<file path="src/rtl/core/mcra_pkg.sv">
// ----------------------------------------------------------------------------
// mcra_pkg
// Shared constants for the multichannel running average unit: field widths,
// stream packing, configuration register indexes and parameter defaults.
// ----------------------------------------------------------------------------
package mcra_pkg;

	// parameter defaults
	localparam int CHANNELS_DEF    = 4;
	localparam int MAX_SAMPLES_DEF = 16;

	// item field widths
	localparam int CH_FIELD_W = 2;
	localparam int TIME_W     = 32;
	localparam int CUR_W      = 16;
	localparam int TOTAL_W    = 24;
	localparam int AVG_W      = 16;
	localparam int SAMP_W     = 5;
	localparam int CNT_REG_W  = 3;
	localparam int IVL_W      = 15;
	localparam int IVL_REGS   = 4;

	// stream packing
	localparam int IN_TDATA_W  = 56;
	localparam int OUT_TDATA_W = 24;
	localparam int OUT_TUSER_W = 2;

	// configuration port
	localparam int CFG_INDEX_W = 3;
	localparam int CFG_DATA_W  = 15;

	localparam logic [CFG_INDEX_W-1:0] REG_CHANNEL_COUNT = 3'd0;
	localparam logic [CFG_INDEX_W-1:0] REG_INTERVAL_CH0  = 3'd1;
	localparam logic [CFG_INDEX_W-1:0] REG_INTERVAL_CH3  = 3'd4;

	// result flag positions in tuser
	localparam int USER_TAKEN = 0;
	localparam int USER_BAD   = 1;

endpackage

</file>
<file path="src/rtl/core/multichannel_running_average_unit.sv">
// ----------------------------------------------------------------------------
// multichannel_running_average_unit
// Per-channel restarting running average of signed current readings, with a
// minimum sampling interval per channel. Channel state lives in a small RAM.
// ----------------------------------------------------------------------------
// The unit handles one item at a time. An item on an unregistered channel, or
// one whose interval has not yet elapsed, goes from the check state straight
// to the output state; a taken reading first goes through a restoring divider
// that retires one quotient bit per cycle over the 24-bit total and then
// through the write-back state. The input is ready again as soon as the result
// moves into the output register, which holds it until the sink takes it.
// Channel state is read from and written back to a synchronous RAM;
// entries never written since reset read as zero through per-entry valid bits.
module multichannel_running_average_unit
	import mcra_pkg::*;
#(
	parameter int CHANNELS    = CHANNELS_DEF,
	parameter int MAX_SAMPLES = MAX_SAMPLES_DEF
) (
	input  logic                   clk,
	input  logic                   arst_n,
	// configuration write port
	input  logic                   cfg_we,
	input  logic [CFG_INDEX_W-1:0] cfg_index,
	input  logic [CFG_DATA_W-1:0]  cfg_data,
	// input items
	input  logic                   s_tvalid,
	output logic                   s_tready,
	input  logic [IN_TDATA_W-1:0]  s_tdata,  // channel, now_ms, current_ma
	// result items
	output logic                   m_tvalid,
	input  logic                   m_tready,
	output logic [OUT_TDATA_W-1:0] m_tdata,  // average_ma, samples_in_average
	output logic [OUT_TUSER_W-1:0] m_tuser   // taken, bad_channel
);

	localparam int CH_W    = (CHANNELS > 1) ? $clog2(CHANNELS) : 1;
	localparam int DEPTH   = 2 ** CH_W;
	localparam int TALLY_W = $clog2(MAX_SAMPLES + 1);
	localparam int STEP_W  = $clog2(TOTAL_W);
	localparam logic [CNT_REG_W-1:0] USED_MAX  = CNT_REG_W'(CHANNELS);
	localparam logic [TALLY_W-1:0]   TALLY_MAX = TALLY_W'(MAX_SAMPLES);
	localparam logic [TALLY_W-1:0]   TALLY_RESTART = TALLY_W'(2);

	typedef struct packed {
		logic [TIME_W-1:0]         last;
		logic [TALLY_W-1:0]        tally;
		logic signed [TOTAL_W-1:0] total;
		logic signed [AVG_W-1:0]   avg;
	} entry_t;

	typedef enum logic [4:0] {
		S_IDLE  = 5'b00001,
		S_CHECK = 5'b00010,
		S_DIV   = 5'b00100,
		S_WB    = 5'b01000,
		S_OUT   = 5'b10000
	} state_t;

	state_t state_q;

	// configuration registers
	logic [CNT_REG_W-1:0] cnt_q;
	logic [IVL_W-1:0]     ivl_q [IVL_REGS];
	logic [1:0]           ivl_slot;

	assign ivl_slot = 2'(cfg_index - REG_INTERVAL_CH0);

	always_ff @(posedge clk or negedge arst_n) begin
		if (!arst_n) begin
			cnt_q <= '0;
			for (int i = 0; i < IVL_REGS; i++) ivl_q[i] <= '0;
		end else if (cfg_we) begin
			if (cfg_index == REG_CHANNEL_COUNT) begin
				cnt_q <= cfg_data[CNT_REG_W-1:0];
			end else if (cfg_index >= REG_INTERVAL_CH0 && cfg_index <= REG_INTERVAL_CH3) begin
				ivl_q[ivl_slot] <= cfg_data;
			end
		end
	end

	// input unpacking
	logic                     in_acc;
	logic [CH_FIELD_W-1:0]    in_ch;
	logic [CH_W-1:0]          in_idx;

	assign s_tready = (state_q == S_IDLE);
	assign in_acc   = s_tvalid && s_tready;
	assign in_ch    = s_tdata[CH_FIELD_W-1:0];
	assign in_idx   = CH_W'(in_ch);

	// item registers
	logic [CH_FIELD_W-1:0]   ch_q;
	logic [TIME_W-1:0]       now_q;
	logic signed [CUR_W-1:0] cur_q;

	always_ff @(posedge clk) begin
		if (in_acc) begin
			ch_q  <= in_ch;
			now_q <= s_tdata[CH_FIELD_W +: TIME_W];
			cur_q <= s_tdata[CH_FIELD_W + TIME_W +: CUR_W];
		end
	end

	// channel state memory
	entry_t          mem [DEPTH];
	entry_t          rd_q;
	logic            wr_en;
	entry_t          wr_data;
	logic [CH_W-1:0] ch_idx;

	assign ch_idx = CH_W'(ch_q);

	always_ff @(posedge clk) begin
		if (wr_en) mem[ch_idx] <= wr_data;
		if (in_acc) rd_q <= mem[in_idx];
	end

	// entry valid bits, unwritten entries read as zero
	logic [DEPTH-1:0] valid_q;
	logic             rd_ok_q;

	always_ff @(posedge clk or negedge arst_n) begin
		if (!arst_n) begin
			valid_q <= '0;
			rd_ok_q <= 1'b0;
		end else begin
			if (wr_en) valid_q[ch_idx] <= 1'b1;
			if (in_acc) rd_ok_q <= valid_q[in_idx];
		end
	end

	// check stage: registration, interval, new tally and total
	entry_t                    cur_ent;
	logic [CNT_REG_W-1:0]      used;
	logic                      bad;
	logic [TIME_W-1:0]         elapsed;
	logic                      take;
	logic                      restart;
	logic [TALLY_W-1:0]        tally_nx;
	logic signed [TOTAL_W-1:0] base_total;
	logic signed [TOTAL_W-1:0] total_nx;

	always_comb begin
		cur_ent    = rd_ok_q ? rd_q : '0;
		used       = (cnt_q > USED_MAX) ? USED_MAX : cnt_q;
		bad        = {1'b0, ch_q} >= used;
		elapsed    = now_q - cur_ent.last;
		take       = elapsed >= TIME_W'(ivl_q[ch_q]);
		restart    = !(cur_ent.tally < TALLY_MAX);
		tally_nx   = restart ? TALLY_RESTART : cur_ent.tally + TALLY_W'(1);
		base_total = restart ? TOTAL_W'(cur_ent.avg) : cur_ent.total;
		total_nx   = base_total + TOTAL_W'(cur_q);
	end

	// divider registers
	logic [TALLY_W-1:0]        div_q;
	logic [TALLY_W-1:0]        rem_q;
	logic [TOTAL_W-1:0]        quo_q;
	logic                      neg_q;
	logic signed [TOTAL_W-1:0] total_q;
	logic [STEP_W-1:0]         step_q;

	// one restoring step
	logic [TALLY_W:0]   shifted;
	logic [TALLY_W:0]   trial;
	logic               fits;
	logic [TOTAL_W-1:0] mag;
	logic [TOTAL_W-1:0] quo_signed;

	always_comb begin
		shifted    = {rem_q, quo_q[TOTAL_W-1]};
		trial      = shifted - {1'b0, div_q};
		fits       = shifted >= {1'b0, div_q};
		mag        = total_nx[TOTAL_W-1] ? TOTAL_W'(-total_nx) : TOTAL_W'(total_nx);
		quo_signed = neg_q ? TOTAL_W'(-quo_q) : quo_q;
	end

	// write-back entry
	always_comb begin
		wr_en         = (state_q == S_WB);
		wr_data.last  = now_q;
		wr_data.tally = div_q;
		wr_data.total = total_q;
		wr_data.avg   = quo_signed[AVG_W-1:0];
	end

	// pending result
	logic                  res_taken_q;
	logic                  res_bad_q;
	logic [AVG_W-1:0]      res_avg_q;
	logic [SAMP_W-1:0]     res_samp_q;
	logic [TALLY_W+SAMP_W-1:0] samp_ext;
	logic [TALLY_W+SAMP_W-1:0] samp_ext_nx;

	assign samp_ext    = {{SAMP_W{1'b0}}, cur_ent.tally};
	assign samp_ext_nx = {{SAMP_W{1'b0}}, div_q};

	// sequencer
	always_ff @(posedge clk or negedge arst_n) begin
		if (!arst_n) begin
			state_q <= S_IDLE;
			step_q  <= '0;
		end else begin
			unique case (state_q)
				S_IDLE: begin
					if (in_acc) state_q <= S_CHECK;
				end
				S_CHECK: begin
					step_q  <= STEP_W'(TOTAL_W - 1);
					state_q <= (!bad && take) ? S_DIV : S_OUT;
				end
				S_DIV: begin
					step_q <= step_q - STEP_W'(1);
					if (step_q == '0) state_q <= S_WB;
				end
				S_WB: begin
					state_q <= S_OUT;
				end
				S_OUT: begin
					if (!m_tvalid || m_tready) state_q <= S_IDLE;
				end
				default: state_q <= S_IDLE;
			endcase
		end
	end

	// datapath registers
	always_ff @(posedge clk) begin
		unique case (state_q)
			S_CHECK: begin
				div_q       <= tally_nx;
				total_q     <= total_nx;
				neg_q       <= total_nx[TOTAL_W-1];
				quo_q       <= mag;
				rem_q       <= '0;
				res_taken_q <= 1'b0;
				res_bad_q   <= bad;
				res_avg_q   <= bad ? '0 : cur_ent.avg;
				res_samp_q  <= bad ? '0 : samp_ext[SAMP_W-1:0];
			end
			S_DIV: begin
				rem_q <= fits ? trial[TALLY_W-1:0] : shifted[TALLY_W-1:0];
				quo_q <= {quo_q[TOTAL_W-2:0], fits};
			end
			S_WB: begin
				res_taken_q <= 1'b1;
				res_avg_q   <= quo_signed[AVG_W-1:0];
				res_samp_q  <= samp_ext_nx[SAMP_W-1:0];
			end
			default: begin
			end
		endcase
	end

	// output register
	logic                   out_load;
	logic                   m_tvalid_q;
	logic [OUT_TDATA_W-1:0] m_tdata_q;
	logic [OUT_TUSER_W-1:0] m_tuser_q;

	assign out_load = (state_q == S_OUT) && (!m_tvalid_q || m_tready);

	always_ff @(posedge clk or negedge arst_n) begin
		if (!arst_n) begin
			m_tvalid_q <= 1'b0;
		end else if (out_load) begin
			m_tvalid_q <= 1'b1;
		end else if (m_tready) begin
			m_tvalid_q <= 1'b0;
		end
	end

	always_ff @(posedge clk) begin
		if (out_load) begin
			m_tdata_q <= {{(OUT_TDATA_W - AVG_W - SAMP_W){1'b0}}, res_samp_q, res_avg_q};
			m_tuser_q <= {res_bad_q, res_taken_q};
		end
	end

	assign m_tvalid = m_tvalid_q;
	assign m_tdata  = m_tdata_q;
	assign m_tuser  = m_tuser_q;

endmodule

</file>
<file path="config.mk">
export PLATFORM = sky130hd
export DESIGN_NAME = multichannel_running_average_unit
export DESIGN_NICKNAME = d
export VERILOG_FILES = /design/src/rtl/core/mcra_pkg.sv /design/src/rtl/core/multichannel_running_average_unit.sv
export SDC_FILE = /design/constraint.sdc
export NUM_CORES = 1
export LEC_CHECK = 0
export ABC_AREA = 1
export BUFFER_PORTS_ARGS = -buffer_cell sky130_fd_sc_hd__buf_2
export CAP_MARGIN = 20
export CORE_MARGIN = 1.5
export CORE_UTILIZATION = 29
export DETAILED_ROUTE_END_ITERATION = 12
export PLACE_DENSITY_LB_ADDON = 0.05
export SLEW_MARGIN = 10
export SYNTH_ARGS = -nofsm -noshare
export SYNTH_HDL_FRONTEND = slang
export SYNTH_SLANG_ARGS = --single-unit
export TNS_END_PERCENT = 20
</file>
<file path="constraint.sdc">
create_clock -name clk -period 9.3 [get_ports clk]
set_input_delay 1.86 -clock clk [delete_from_list [all_inputs] [get_ports clk]]
set_output_delay 1.86 -clock clk [all_outputs]
set_load 0.01 [all_outputs]
</file>
==> results.ini, run 1 <==
[route]
drc=0
dr_total_vias=20050
drt_iter0_markers=1098
totalWireLength_um=83390
drt_pre_antenna_iters=5
via_per_inst=4.703
ant_nets=0
post_drt_wl_per_cell_um=19.56

[setup_path]
timing.critical_path.max_delay_family=simple AND/OR/NAND/NOR gates
worst-path-stages=19
crit_path_top_delay_cell=edfxtp_1
worstRegToRegCells=19
crit_top_cell=nand2_1
slowest_delay_ns=0.75
worst_r2r_endpoint=quo_q[12]$_DFFE_PP_
cp-end-kind=flop
critPathKind=flop to flop
crit_fanout=30
cp-start-kind=flop
crit_buf_inv=2
cp_cell_sequence=inv_1 > nand3_1 > nand2_1 > ha_1 > nand3_1 > nand2_2 > nand3_2 > nand3_2 > nand2_1 > nand2_1 > nand2_1 > nand2_1 > nand2_1 > nand2_2 > inv_2 > nor2_1 > nand2_1 > nand3_1 > o21ai_1
r2r_start=rd_q[44]$_DFFE_PP_
endpoint=quo_q[12]$_DFFE_PP_
crit_path_start=rd_q[44]$_DFFE_PP_
required_ns=9.65
crit_arrival_ns=4.95
r2r_slack_ns=4.70

[grt]
grt-ovfl-total=0
grt_pass1_wl_um=126400
grt_use_total=0.1647
antenna_found_initial=0
grt_pass1_vias=20380
grt_max_degree=130

[floorplan]
design.core.area_um2=98280
start_util=0.2926
io_pins=107
die_x_um=317.9
fp-row-count=115
fp.dieH_um=317.9
dieArea_um2=101000

[power]
ir_worst_vdd_mv=0.8623
internal_power_uw=6709
total_power_uw=10920
p_comb_frac=0.359
p_leak_uw=0.01344
power_density_nw_per_um2=328.9
p_sw_uw=4209
switching_share=0.3855
p_seq_frac=0.380
clkPwrFrac=0.262

[cts]
cts.sinks=618
clk_pin_slew_ns=0.06
insertion_delay_ns=0.62
cts_tree=built
ctsRootBufferMaster=clkbuf_16
htreeDepth=3
clk_path_buf_depth=3
ctsResizeCount=0
numCtsBuffers=74
cts_hold_buffers=0
cts_setup_buffers=0

[cells_and_area]
finalNonFillerCells=4264
drive_above_1_share=0.09677
fillers=9961
nets=3086
utilization=0.3378
syn_to_final_growth_pct=15.46

[sta]
setup_tns_ns=0
slew_headroom=0.2525
maxSlewViolCount=0
clock-skew-final_ns=0.02180
rsz0062_at_grt=no
max_freq_mhz=217.6
period_share=0.4942
worstMarginPinSlew_ns=1.121
finalHoldViolCount=0
fin_crit_ns=4.596
setup_violations=0
layout_setup_ws_ns=4.704

[place]
numPortBuffers=97
dp.cells=4130
place.gp.congestion=0.8241
place_ws_ns=4.631
hpwl_um=54200

[yosys]
ys_top_cells_by_area=edfxtp_1 56%, nand2_1 9.0%, dfrtp_1 6.8%
yosys_warnings=0
synth_edf_count=539
yosys.area.top_type=edfxtp_1
synth_area_per_cell_um2=10.22
yosysTopAreaCellShare=0.5629
synthCells=2813
async_flop_share=0.1278
netlist_top_cells_count=691 x nand2_1, 539 x edfxtp_1, 306 x inv_1
ys_seq_elements=618
synthFlopType=edfxtp_1
yosysMostFrequentCell=nand2_1
yosysSeqAreaShare=0.6317
syn_area_um2=28750
yosysUniqueCellTypes=51

[worst_hold_path]
worstHoldPathType=flop to flop

[status]
run_status=finished, final reports clean

[run]
max_cap_viol_count=0

## layout by cell type, fill, tap and decap left out, drive strengths merged, types with 3 or more instances in the layout
cell type and instances:
clkinv 21, bufinv 6, o211ai 10, and2 5, inv 315, ha 83, nand3 138, a21oi 57
nand3b 10, conb 3, or2 7, o21ai 272, a221oi 14, edfxtp 539, fa 3, nand4 19
dfrtp 78, clkbuf 105, a32o 13, o22ai 83, xor2 38, nand2 708, nor4 3, o21bai 7
buf 127, nor3 21, nor2 274
## worst register-to-register path: stages, from the launching register on
cell	delay, ns
edfxtp_1	0.75
inv_1	0.59
nand3_1	0.20
nand2_1	0.14
ha_1	0.51
nand3_1	0.20
nand2_2	0.18
nand3_2	0.12
nand3_2	0.11
nand2_1	0.08
nand2_1	0.10
nand2_1	0.08
nand2_1	0.07
nand2_1	0.06
nand2_2	0.43
inv_2	0.24
nor2_1	0.13
nand2_1	0.05
nand3_1	0.18
o21ai_1	0.10
## how the worst min path moves through the flow
stage	from	end	slack, ns	cells past startpoint
after global routing	res_avg_q[0]$_DFFE_PP_	m_tdata[0]$_DFFE_PP_	0.44	0
after floorplan	res_avg_q[0]$_DFFE_PP_	m_tdata[0]$_DFFE_PP_	0.40	0
after global placement	res_avg_q[10]$_DFFE_PP_	m_tdata[10]$_DFFE_PP_	0.41	0
after CTS	res_avg_q[9]$_DFFE_PP_	m_tdata[9]$_DFFE_PP_	0.42	0
after detailed placement	res_avg_q[9]$_DFFE_PP_	m_tdata[9]$_DFFE_PP_	0.41	0
final	res_avg_q[9]$_DFFE_PP_	m_tdata[9]$_DFFE_PP_	0.42	0
## state kept, by name, indices dropped and copies added, names as in the netlist, 4 cells and up
signal      flops
ivl_q          60
now_q          32
step_q          5
rem_q           5
m_tdata        21
rd_q           77
quo_q          24
state_q         5
mem           308
valid_q         4
cur_q          16
res_avg_q      16
div_q           5
res_samp_q      5
total_q        23
## metrics by stage
step | hold slack [ns] | cell area (µm²)
after floorplan | 0.4003 | 28760
after global placement | 0.4135 | 30720
after detailed placement | 0.4075 | 30770
after CTS | 0.4217 | 33150
after global routing | 0.4351 | 33190
final | 0.4195 | 33200
## layer usage
metal,track usage,share of wire,vias to the layer above
li1,-,-,9825
met2,0.2843,0.49,279
met1,0.2111,0.45,9838
met4,0.04669,0.025,0
met3,0.02840,0.033,112
met5,0,0,-
## kinds of logic after synthesis
kind of cell | after synthesis | share of synthesized area
compound gates | 468 | 0.09230
xor+xnor | 40 | 0.01218
flops | 618 | 0.6317
buf+inv | 413 | 0.05513
simple gates | 1187 | 0.1703
fa+ha+maj | 86 | 0.03821
other cells | 1 | 0.0001304
## final cells by class
class	instances	area, µm²	share of cell area
sequential	618	18160	0.5472
multi-input combinational	1784	9061	0.2730
clock buffer	105	2093	0.06306
tap	1287	1610	0.04851
inverter	316	1189	0.03581
timing repair buffer	127	790.8	0.02382
clock inverter	26	285.3	0.008593
antenna	1	2.502	0.00007538
## power by group through the flow
stage | logic [µW] | registers, µW | clock network (µW)
4_1_cts | 4000 | 4160 | 2960
2_1_floorplan | 2720 | 4090 | 0
3_5_place_dp | 3980 | 4210 | 0
5_1_grt | 4470 | 4210 | 3060
3_3_place_gp | 3960 | 4200 | 0
6_report | 3920 | 4140 | 2860
Power figures use the tool's default switching activity.
==> run 2: changes to the inputs <==
--- a/config.mk
+++ b/config.mk
@@ -5,7 +5,7 @@
 export SDC_FILE = /design/constraint.sdc
 export NUM_CORES = 1
 export LEC_CHECK = 0
-export ABC_AREA = 1
+export ABC_AREA = 0
 export BUFFER_PORTS_ARGS = -buffer_cell sky130_fd_sc_hd__buf_2
 export CAP_MARGIN = 20
 export CORE_MARGIN = 1.5
==> constraint.sdc (replaced) <==
create_clock -name clk -period 3.9 [get_ports clk]
set_input_delay 0.78 -clock clk [delete_from_list [all_inputs] [get_ports clk]]
set_output_delay 0.78 -clock clk [all_outputs]
set_load 0.01 [all_outputs]
==> results.ini, run 2 <==
[yosys]
synth_area_per_cell_um2=15.60
syn_area_um2=27310
synthFlopType=edfxtp_1
async_flop_share=0.1278
yosys.area.top_type=edfxtp_1
synthCells=1751
yosys_warnings=0
yosysTopAreaCellShare=0.5926
yosysMostFrequentCell=edfxtp_1
ys_seq_elements=618
ys_top_cells_by_area=edfxtp_1 59%, mux4_2 7.7%, dfrtp_1 7.1%
yosysUniqueCellTypes=79
netlist_top_cells_count=539 x edfxtp_1, 99 x nand2_1, 93 x mux4_2
synth_edf_count=539
yosysSeqAreaShare=0.6650

[power]
p_comb_frac=0.315
switching_share=0.3126
power_density_nw_per_um2=655.4
total_power_uw=22660
p_sw_uw=7081
p_leak_uw=0.01244
internal_power_uw=15580
ir_worst_vdd_mv=0.3900
clkPwrFrac=0.292
p_seq_frac=0.393

[route]
ant_nets=0
drc=0
totalWireLength_um=74280
via_per_inst=4.677
dr_total_vias=16160
drt_iter0_markers=777
post_drt_wl_per_cell_um=21.50
drt_pre_antenna_iters=5

[cells_and_area]
reg_top3=mem x308, rd_q x77, ivl_q x60
layout_common_cells=539 x edfxtp_1, 252 x buf_4, 94 x buf_2, 93 x mux4_2, 91 x nand2_1
syn_to_final_growth_pct=26.57
final_area_um2=34570
largest_register_ffs=308
final_common_cell=edfxtp_1
nets=2306
finalNonFillerCells=3455
regMostFlops=mem
drive_above_1_share=0.3509

[place]
dpl_cell_area_um2=31260
place.gp.congestion=0.7968
hpwl_um=49770
place_ws_ns=-0.5476
numPortBuffers=97
dp.cells=3282

[setup_path]
r2r_slack_ns=-0.19
critPathKind=flop to flop
crit_arrival_ns=4.43
worst_r2r_endpoint=quo_q[20]$_DFFE_PP_
crit_path_start=rd_q[44]$_DFFE_PP_
cp-start-kind=flop
endpoint=quo_q[20]$_DFFE_PP_
required_ns=4.24
worstRegToRegCells=19
crit_fanout=7
cp-end-kind=flop
r2r_start=rd_q[44]$_DFFE_PP_

[cts]
htreeDepth=3
insertion_delay_ns=0.62
clk_path_buf_depth=3
cts_tree=built
numCtsBuffers=76
ctsRootBufferMaster=clkbuf_16
cts.sinks=618
clk_pin_slew_ns=0.05

[floorplan]
io_pins=107
fp-row-count=112
start_util=0.2926
dieArea_um2=96030
fp.dieH_um=309.9
design.core.area_um2=93330
die_x_um=309.9

[sta]
period_share=1.048
slew_headroom=0.3605
layout_setup_ws_ns=-0.1891
fin_crit_ns=4.089
maxSlewViolCount=0
finalHoldViolCount=0
clock-skew-final_ns=0.03003
max_freq_mhz=244.6
setup_violations=24
whs_ns=0.06315
worstMarginPinSlew_ns=0.9561
rsz0062_at_grt=yes

[status]
run_status=finished with violations
violations=negative setup slack

[grt]
grt_pass1_wl_um=111300
grt_max_degree=80
antenna_found_initial=2
grt_use_total=0.1571
grt_pass1_vias=17460
grt-ovfl-total=0

[run]
max_cap_viol_count=0

[worst_hold_path]
worstHoldPathType=primary input to asynchronous set/reset pin

[run 2: cell types whose count changed after synthesis, sizes merged, moves of 34 or more]
cell,delta
xnor2,+57
o22ai,-80
mux4,+93
inv,-256
nand2,-609
nor2,-187
mux2,+65
nand3,-112
clkbuf,-34
o21ai,-199
[run 2: kinds of logic after synthesis]
| family | Yosys count | synth area share |
|---|---|---|
| adder cells (fa/ha/maj) | 86 | 0.04022 |
| other | 1 | 0.0001373 |
| AND/OR/NAND/NOR | 360 | 0.06611 |
| flip-flops | 618 | 0.6650 |
| AO/OA/AOI/OAI | 300 | 0.07380 |
| buffers and inverters | 130 | 0.01883 |
| XOR/XNOR | 77 | 0.02469 |
| multiplexers | 179 | 0.1112 |
[run 2: worst min path at each step]
stage	startpoint	slack, ns	endpoint	cells after the start
3_5_place_dp	res_avg_q[9]$_DFFE_PP_	0.41	m_tdata[9]$_DFFE_PP_	0
4_1_cts	s_tdata[24]	0.29	now_q[22]$_DFFE_PP_	1
2_1_floorplan	res_avg_q[0]$_DFFE_PP_	0.40	m_tdata[0]$_DFFE_PP_	0
3_3_place_gp	res_avg_q[9]$_DFFE_PP_	0.40	m_tdata[9]$_DFFE_PP_	0
5_1_grt	arst_n	0.06	ivl_q[49]$_DFFE_PN0P_	1
6_report	arst_n	0.06	ivl_q[34]$_DFFE_PN0P_	1
[run 2: routing by layer]
metal | share of wire | vias up | global-route usage | routed length [µm]
li1 | - | 7593 | - | -
met1 | 0.44 | 8238 | 0.1981 | 32530
met2 | 0.51 | 217 | 0.2787 | 37860
met3 | 0.026 | 110 | 0.02037 | 1930
met4 | 0.026 | 0 | 0.04969 | 1957
met5 | 0 | - | 0 | 0
[run 2: worst max-delay path, stage by stage (launching register included)]
cell      delay [ns]
edfxtp_1        0.41
buf_12          0.17
buf_12          0.14
mux2i_1         0.12
nor2b_1         0.21
ha_1            0.29
a21o_1          0.20
a31o_4          0.23
o21ai_4         0.24
a21oi_4         0.12
o41ai_4         0.36
mux2i_1         0.12
or3_1           0.38
buf_8           0.16
buf_12          0.13
clkinv_8        0.04
buf_12          0.12
o31ai_4         0.07
xnor2_1         0.17
o21ai_1         0.08
[run 2: repair_timing]
| action | in CTS | in global routing |
|---|---|---|
| cloned | 1 | 0 |
| setup buffers | 28 | 6 |
| hold buffers | 0 | 0 |
| pin swaps | 49 | 38 |
| gates resized for setup | 113 | 44 |
| endpoints found under the setup margin | 26 | 26 |
[run 2: per-stage QoR]
step | util | setup TNS, ns
finish | 0.3704 | -2.669
global route | 0.3704 | -7.382
CTS | 0.3674 | -2.455
detailed placement | 0.3349 | -8.623
global placement | 0.3349 | -8.420
floorplan | - | -115.42
[run 2: power by group through the flow]
stage	Combinational [µW]	Sequential, µW	Clock [µW]
global placement	6450	9000	0
finish	7130	8900	6620
CTS	7130	8910	6870
global route	7850	8990	7100
detailed placement	6470	9010	0
floorplan	3680	8860	0
[run 2: area by class of cell]
cell class,instances,area [µm²]
Multi-Input combinational cell,1005,9323
Sequential cell,618,18160
Fill cell,9014,58760
Antenna cell,1,2.502
Clock inverter,28,247.7
Timing Repair Buffer,382,2974
Clock buffer,109,2057
Inverter,58,230.2
Tap cell,1254,1569
